<file path="src/two_level_cache_lru_write_through_top_assert.svh">
// Assertion macros of the cache top level.
`ifndef TWO_LEVEL_CACHE_LRU_WRITE_THROUGH_TOP_ASSERT_SVH
`define TWO_LEVEL_CACHE_LRU_WRITE_THROUGH_TOP_ASSERT_SVH
`ifndef NO_ASSERTIONS
// Checked on every rising edge, masked while reset is asserted.
`define CLTW_ASSERT(lbl, clk, rst_n, prop, msg) \
    lbl: assert property (@(posedge clk) disable iff (!rst_n) prop) else $error(msg);
// Checked on every rising edge, including during reset.
`define CLTW_ASSERT_NR(lbl, clk, prop, msg) \
    lbl: assert property (@(posedge clk) prop) else $error(msg);
`else
`define CLTW_ASSERT(lbl, clk, rst_n, prop, msg)
`define CLTW_ASSERT_NR(lbl, clk, prop, msg)
`endif
`endif

</file>
<file path="src/cltw_pkg.sv">
// Types, constants and helper functions of the two-level cache.
package cltw_pkg;

    localparam int ADDR_W     = 12;
    localparam int WORD_W     = 32;
    localparam int LAT_W      = 10;
    localparam int AGE_W      = 8;
    localparam int AGE_MAX    = 255;
    localparam int LINE_WORDS = 4;
    localparam int OFF_W      = 2;
    localparam int CORE_W     = 2;
    localparam int IN_W       = 48;
    localparam int OUT_W      = 48;
    localparam int CFG_IDX_W  = 2;

    localparam int DEF_CORES     = 4;
    localparam int DEF_NEAR_SETS = 16;
    localparam int DEF_NEAR_WAYS = 2;
    localparam int DEF_FAR_SETS  = 64;
    localparam int DEF_FAR_WAYS  = 4;
    localparam int DEF_MEM_BYTES = 4096;

    localparam logic [LAT_W-1:0] RST_L1_LAT  = 10'd1;
    localparam logic [LAT_W-1:0] RST_L2_LAT  = 10'd10;
    localparam logic [LAT_W-1:0] RST_MEM_LAT = 10'd100;

    localparam logic OP_READ  = 1'b0;
    localparam logic OP_WRITE = 1'b1;

    typedef enum logic [1:0] {
        SRV_L1  = 2'd0,
        SRV_L2  = 2'd1,
        SRV_MEM = 2'd2
    } served_t;

    typedef enum logic [CFG_IDX_W-1:0] {
        REG_L1_LAT  = 2'd0,
        REG_L2_LAT  = 2'd1,
        REG_MEM_LAT = 2'd2
    } reg_idx_t;

    typedef enum logic [2:0] {
        ST_CLEAR,
        ST_IDLE,
        ST_TAGRD,
        ST_TAGCHK,
        ST_ACT,
        ST_COPY,
        ST_WAITRD,
        ST_RESP
    } state_t;

    // Address width for a given depth, never below one bit.
    function automatic int clog2_min1(input int n);
        int r;
        r = $clog2(n);
        return (r < 1) ? 1 : r;
    endfunction

endpackage

</file>
<file path="src/cltw_ram.sv">
// Generic simple dual-port RAM with registered read data.
module cltw_ram #(
    parameter int WIDTH = 32,
    parameter int DEPTH = 16,
    localparam int AW = cltw_pkg::clog2_min1(DEPTH)
) (
    input  logic             clk,
    input  logic             we,
    input  logic [AW-1:0]    waddr,
    input  logic [WIDTH-1:0] wdata,
    input  logic [AW-1:0]    raddr,
    output logic [WIDTH-1:0] rdata
);

    logic [WIDTH-1:0] mem [DEPTH];
    logic [WIDTH-1:0] rdata_reg;

    // One write and one registered read per cycle.
    always_ff @(posedge clk)
    begin
        if (we)
        begin
            mem[waddr] <= wdata;
        end
        rdata_reg <= mem[raddr];
    end

    assign rdata = rdata_reg;

endmodule
</file>
<file path="config.mk">
export PLATFORM = sky130hd
export DESIGN_NAME = cltw_ram
export DESIGN_NICKNAME = d
export VERILOG_FILES = /design/src/two_level_cache_lru_write_through_top_assert.svh /design/src/cltw_pkg.sv /design/src/cltw_ram.sv
export SDC_FILE = /design/constraint.sdc
export NUM_CORES = 1
export LEC_CHECK = 0
export BUFFER_PORTS_ARGS = -buffer_cell sky130_fd_sc_hd__buf_2
export CAP_MARGIN = 25
export CORE_MARGIN = 2
export CORE_UTILIZATION = 30
export CTS_CLUSTER_SIZE = 28
export DETAILED_ROUTE_END_ITERATION = 7
export GPL_TIMING_DRIVEN = 0
export PLACE_DENSITY = 0.54
export SLEW_MARGIN = 10
export SYNTH_ARGS = -nofsm -noshare
export SYNTH_HDL_FRONTEND = slang
export SYNTH_SLANG_ARGS = --single-unit
</file>
<file path="constraint.sdc">
create_clock -name clk -period 4.3 [get_ports clk]
set_input_delay 0.43 -clock clk [delete_from_list [all_inputs] [get_ports clk]]
set_output_delay 0.43 -clock clk [all_outputs]
set_load 0.005 [all_outputs]
</file>
==> key figures, run 1 <==
Worst setup path
  – R2R setup slack: 2880 ps
  – Worst EP required: between 4000 and 5000 ps
  – Crit. End Element: flop
  – Setup CP Type: in -> reg
  – Largest fanout on the critical path: 8
  – Crit path DAT: 2220 ps
  – Worst R2R Path Depth: 3
  – Setup crit start: waddr[2]
  – CP Launch Type: input pin
  – R2r startpoint: mem[9][17]
  – Reg2reg end: rdata[17]

GRT
  – Initial antenna violation count: 1
  – Total grt overflow: 0
  – Vias in the first global route: 9746
  – First-pass GRT wire length: around 66000 um
  – GRT Overall Usage: 13.6%
  – Largest net degree at the start of global routing: 22

Floorplanning
  – Die width: 261 um
  – Top Ports: 74
  – Die ar.: 0.0683 sq mm
  – Die boundary height: 261 um
  – Initial Util: 30.3%
  – Core Box Area: about 0.066 sq mm
  – Row count: between 90 and 100

Clock network
  – CTS root buf: clkbuf_16
  – TritonCTS clock tree: done
  – Clk sinks: 544
  – Clk pin slew, worst setup/hold paths: 60 ps
  – Post-CTS Setup Repair Bufs: 0
  – Skew-Pair Late Insertion Delay: 610 ps
  – CTS H-tree lvls: 2
  – Hold buffer count at cts: 0
  – CTS max path bufs: 3
  – CTS Buf Count: 58
  – Count of cells resized by post-cts repair: 0

STA
  – Min cycle time layout: 1920 ps
  – Worst Tran Pin Value: 979 ps
  – Unrepaired setup endpoints after global routing: false
  – Clock Skews: about 10 ps
  – Max-slew violations: 0
  – Final period util: 44.6%
  – Final Hold Viols: 0
  – Fmax: roughly 0.52 GHz
  – Relative slew slack: 34.7%
  – # setup viols final: 0

Min path
  – Hold depth: 1
  – Min-Delay Endpoint: mem[2][24]
  – Min-delay src: wdata[24]
  – Worst min-delay path category: in -> reg

Detailed routing
  – Drt pass-1 iters: 5
  – Post-DR wirelength/cell: 23.8 um
  – Post-DR vias/cell: 4.80
  – Drt first-iter violations: 945
  – Post-DRT Antenna Nets: 0
  – DRC errors left: 0
  – Post-Route WL: 45500 um
  – Vias: around 9200

Placement
  – I/O Buffers: ~70
  – RD Place Congestion: 0.658
  – DP Area: roughly 0.022 sq mm
  – DPL Wire Length: 28300 um

Power
  – Pwr dens: 485 mW/mm^2
  – Worst vdd ir: 0.000278 V
  – Power Total: 11500 uW
  – Pleak: around 0.0076 uW

Final layout
  – Nets: 1041
  – Share of layout cells above drive strength 1: 33.0%
  – Final Instance Area: about 0.024 sq mm
  – Largest register FFs: 512
  – Final design utilization: between 30% and 40%
  – Layout area overhead: 19.5%

Logic synthesis
  – Total of warnings raised by yosys: 0
  – Cells after Synth: 838
  – Syn_nets: 880
  – Synthesized area: ~0.020 sq mm
  – Area leader, netlist: edfxtp_1
  – Post-synth ARST share: 0%
  – Yosys cell types: 18
  – Post-synth top area share: 77.4%
  – Syn Area/Cell: 23.7 sq um
  – Top FF cell, synth: edfxtp_1
  – Largest cells by area after synthesis: edfxtp_1, mux4_2, dfxtp_1
  – Yosys reg bits: about 540
  – Sequential cell area fraction in the yosys report: 80.7%
  – Post-synth EDFFs: about 500

Flow run
  – MaxCap Viol Count: 0

Status
  – Outcome: complete, no violations
[through the flow]
step | TNS (ps) | cells | worst slack [ps] | hold slack (ps)
after floorplan | 0 | 838 | 690 | 529
after global placement | -255570 | 1773 | -2010 | 655
after detailed placement | 0 | 1803 | 1760 | 660
after CTS | 0 | 1911 | 2410 | 159
after global routing | 0 | 1911 | 2350 | 191
final | 0 | 1912 | 2380 | 197
[final cells by class]
cell class | count | area [sq um]
plain buffers | 43 | 223
well taps | 864 | 1080
fillers | 6035 | 41900
multi-input cells | 251 | 3730
diodes | 1 | 2.50
clock buffers | 74 | 1580
repair buffers | 101 | 768
clock inverters | 34 | 340
flip-flops and latches | 544 | 16000
[layout by cell type (no fill, tap or decap)]
cell type   Yosys  final
clkbuf_16       0     61
clkinv_1        0     12
or3b_2          1      1
diode_2         0      1
nor2b_1         2      2
clkbuf_1       17     30
a22oi_1        64     64
nand3_1         1      1
buf_4          11     21
dfxtp_1        32     32
edfxtp_1      512    512
clkinv_2        0     12
nor2_4          0     12
clkinvlp_4      0      1
buf_6           2     10
nand2b_1        2      2
nor2_1         13      1
and2_1          1      1
mux4_2        128    128
nand3b_1        2      2
clkinv_4        0      2
buf_1           9      9
nor3_2          0      4
buf_16          0      1
buf_2           4     75
bufinv_16       0      7
buf_12          0     11
nand2_1        33     33
[worst max path at each step]
stage / slack, ps / end / depth (start not counted)
2_1_floorplan: 690 / mem[0][0] / 2
6_report: 2380 / mem[0][1] / 5
3_3_place_gp: -2010 / mem[0][1] / 3
5_1_grt: 2350 / mem[0][1] / 5
3_5_place_dp: 1760 / mem[0][1] / 5
4_1_cts: 2410 / mem[0][1] / 5
[power by group]
group | leakage [uW] | switching, uW | internal [uW]
logic | 0.00172 | 324 | 223
clock network | 0.000940 | 2020 | 2990
registers | 0.00489 | 28.5 | 5930
total | 0.00756 | 2370 | 9140
[Yosys cell counts (2+ instances only)]
library cell  instances
buf_6                 2
nor2_1               13
nand3b_1              2
nor2b_1               2
buf_1                 9
dfxtp_1              32
clkbuf_1             17
buf_2                 4
nand2_1              33
mux4_2              128
nand2b_1              2
edfxtp_1            512
buf_4                11
a22oi_1              64
nor3_1                4
[worst max-delay path, stage by stage]
cell and delay (ps):
buf_2 120, or3b_2 590, nor3_2 610, buf_6 240, buf_4 220
[cell families after synthesis]
logic type / synth area share, %
AO/OA/AOI/OAI: 2.42
flip-flops: 80.7
AND/OR/NAND/NOR: 1.27
buffers and inverters: 1.12
multiplexers: 14.5
[layer usage]
layer | vias up | global-route usage [%] | routed length (um)
li1 | 3910 | - | -
met3 | 71 | 2.56 | 2840
met4 | 0 | 3.72 | 876
met5 | - | 0 | 0
met1 | 4917 | 19.5 | 20600
met2 | 274 | 21.2 | 21100
No activity file was read; power rests on OpenSTA's default activity.
==> inputs of run 2 (changes only) <==
==> constraint.sdc (replaced) <==
create_clock -name clk -period 1.8 [get_ports clk]
set_input_delay 0.18 -clock clk [delete_from_list [all_inputs] [get_ports clk]]
set_output_delay 0.18 -clock clk [all_outputs]
set_load 0.005 [all_outputs]
==> run 2 against run 1 <==
Compared with the run above: first-iteration DRC count shrank 13%; combinational power grew to 2.5 times the previous value; via count grew 2.0%; sequential power increased by 140%; wire length grew 0.90%; sequential cell count unchanged; die area unchanged; critical path type unchanged; highest routed layer is now met5.
==> key figures, run 2 (synthesis gave the netlist of run 1 again) <==
Worst setup path
  – Slowest CP cell: nor3_4
  – Setup crit start: waddr[3]
  – CP max stage delay: 740 ps (+130 ps)
  – R2r startpoint: mem[11][18]
  – Worst R2R Path Depth: 3 (unchanged)
  – Setup CP Type: in -> reg
  – CP Launch Type: input pin
  – Family with the most delay on the worst path: simple AND/OR/NAND/NOR gates
  – Sum of buffers and inverters on the critical path: 3 (unchanged)
  – Largest fanout on the critical path: 12 (+4)
  – Worst EP required: 2100 ps (-2500 ps)
  – Reg2reg end: rdata[18]
  – Crit path depth: 5 (unchanged)
  – R2R setup slack: 330 ps (-2550 ps)
  – Crit. End Element: flop
  – Crit path DAT: 1880 ps (-340 ps)
  – Critical path, cell by cell: buf_2, nand3b_1, nor3_4, buf_8, buf_16
  – Critical Path Sink: mem[4][2]

STA
  – Final period util: a little under 90%
  – Unrepaired setup endpoints after global routing: false
  – Fmax: approximately 0.63 GHz
  – Clock Skews: 23.8 ps (+13.9 ps)
  – Final Hold Viols: 0 (unchanged)
  – Worst Tran Pin Value: 943 ps (-36.3 ps)
  – Min cycle time layout: 1590 ps
  – WHS: 108 ps (-89.6 ps)
  – # setup viols final: 0 (unchanged)
  – Relative slew slack: 37.1% (+2.4 points)
  – Max-slew violations: 0 (unchanged)

Final layout
  – Commonest non-fill, non-tap cell in the layout: edfxtp_1
  – Diode count: 0 (-1)
  – Share of layout cells above drive strength 1: 31.2% (-1.9 points)
  – Most frequent cells in the layout: edfxtp_1, mux4_2, buf_2
  – Final Instance Area: 0.0240 sq mm (+1.1%)
  – Largest register FFs: 512 (unchanged)
  – Nets: 1065 (+2.3%)
  – Layout area overhead: 20.9%

Floorplanning
  – Die width: 261 um (unchanged)
  – Initial Util: 30.3% (unchanged)
  – Die ar.: 0.0683 sq mm (unchanged)
  – Core Box Area: 0.0656 sq mm (unchanged)
  – Top Ports: 74 (unchanged)
  – Die boundary height: 261 um (unchanged)
  – Row count: 94 (unchanged)

Detailed routing
  – Post-DR vias/cell: 4.84 (+0.93%)
  – DRC errors left: 0 (unchanged)
  – Drt first-iter violations: 825 (-13%)
  – Post-DR wirelength/cell: 23.7 um (-0.14%)
  – Drt pass-1 iters: 7 (+2)
  – Post-DRT Antenna Nets: 0 (unchanged)
  – Post-Route WL: 45900 um (+0.90%)
  – Vias: 9354 (+2.0%)

Clock network
  – CTS H-tree lvls: 2 (unchanged)
  – CTS Buf Count: 56 (-3.4%)
  – Clk pin slew, worst setup/hold paths: 60 ps (about the same)
  – TritonCTS clock tree: done
  – CTS root buf: clkbuf_16
  – Post-CTS Setup Repair Bufs: 0 (unchanged)
  – Clk sinks: 544 (unchanged)
  – CTS max path bufs: 3 (unchanged)
  – Skew-Pair Late Insertion Delay: 610 ps (about the same)

Power
  – Worst vdd ir: 0.000795 V (+190%)
  – Pleak: 0.00762 uW (+0.81%)
  – Pwr dens: 1110 mW/mm^2 (+130%)

GRT
  – Total grt overflow: 0 (unchanged)
  – Vias in the first global route: 9841 (+0.97%)
  – Largest net degree at the start of global routing: 21 (-4.5%)
  – Initial antenna violation count: 1 (unchanged)
  – First-pass GRT wire length: 67300 um (+1.3%)
  – GRT Overall Usage: 13.7% (+0.16 points)

Placement
  – RD Place Congestion: 0.667 (+1.4%)
  – DP Area: 0.0219 sq mm (+0.60%)
  – I/O Buffers: 71 (unchanged)
  – DPL Wire Length: 28100 um (-0.98%)

Flow run
  – MaxCap Viol Count: 0 (unchanged)

Min path
  – Worst min-delay path category: in -> reg

Status
  – Outcome: complete, no violations
==> run 2: changes by cell type in the layout (fill, tap and decap cells not counted), moves of 5 or more <==
cell / delta
buf_6: -8
buf_4: -10
clkbuf_1: +6
buf_16: +7
buf_8: +5
dlygate4sd3_1: +32
bufinv_16: -5
==> run 2: worst min-delay path by stage <==
stage              start  slack [ps]  depth (start not counted)          to
6_report        waddr[1]         110                          2  mem[8][16]
5_1_grt         waddr[1]         110                          2  mem[8][16]
4_1_cts         waddr[1]          70                          2  mem[8][16]
3_5_place_dp   rdata[19]         560                          1   rdata[19]
3_3_place_gp   wdata[21]         550                          1  mem[6][21]
2_1_floorplan   wdata[0]         280                          0   mem[0][0]
==> run 2: routing by layer <==
metal,vias to the layer above,track usage [%],share of wire [%]
met5,-,0,0.028
met1,5076,20.2,46
met4,2,3.88,1.8
met3,53,2.03,5.0
li1,3961,-,-
met2,262,21.3,47
==> run 2: repair_timing <==
item / CTS / global route
hold buffers: 32 / 0
hold endpoints to repair: 512 / 0
endpoints found under the setup margin: 0 / 0
gates resized for setup: 0 / 0
==> run 2: cell type report <==
cell class	instances	area [sq um]
fillers	6024	41600
flip-flops and latches	544	16000
multi-input cells	251	3750
clock buffers	80	1560
repair buffers	127	1190
well taps	864	1080
plain buffers	43	223
clock inverters	23	174
==> run 2: through the flow <==
stage	cells	util (%)	total power (uW)	setup WS (ps)	setup TNS, ps
2_1_floorplan	838	-	15200	-408	-139840
3_3_place_gp	1773	32.5	15800	-2480	-1004450
3_5_place_dp	1797	33.4	15900	-428	-68680
4_1_cts	1932	36.6	26900	202	0
5_1_grt	1932	36.6	27500	106	0
6_report	1932	36.6	26600	214	0
==> run 2: where the power goes <==
part / internal (uW) / total [uW] / switching [uW]
Combinational: 589 / 1390 / 798
Sequential: 14200 / 14200 / 68.7
Clock: 6310 / 11000 / 4680
Total: 21100 / 26600 / 5550
==> run 2: worst register-to-register path: stages (launching register included) <==
cell and delay [ps]:
edfxtp_1 370, mux4_2 480, a22oi_1 320, nand2_1 160
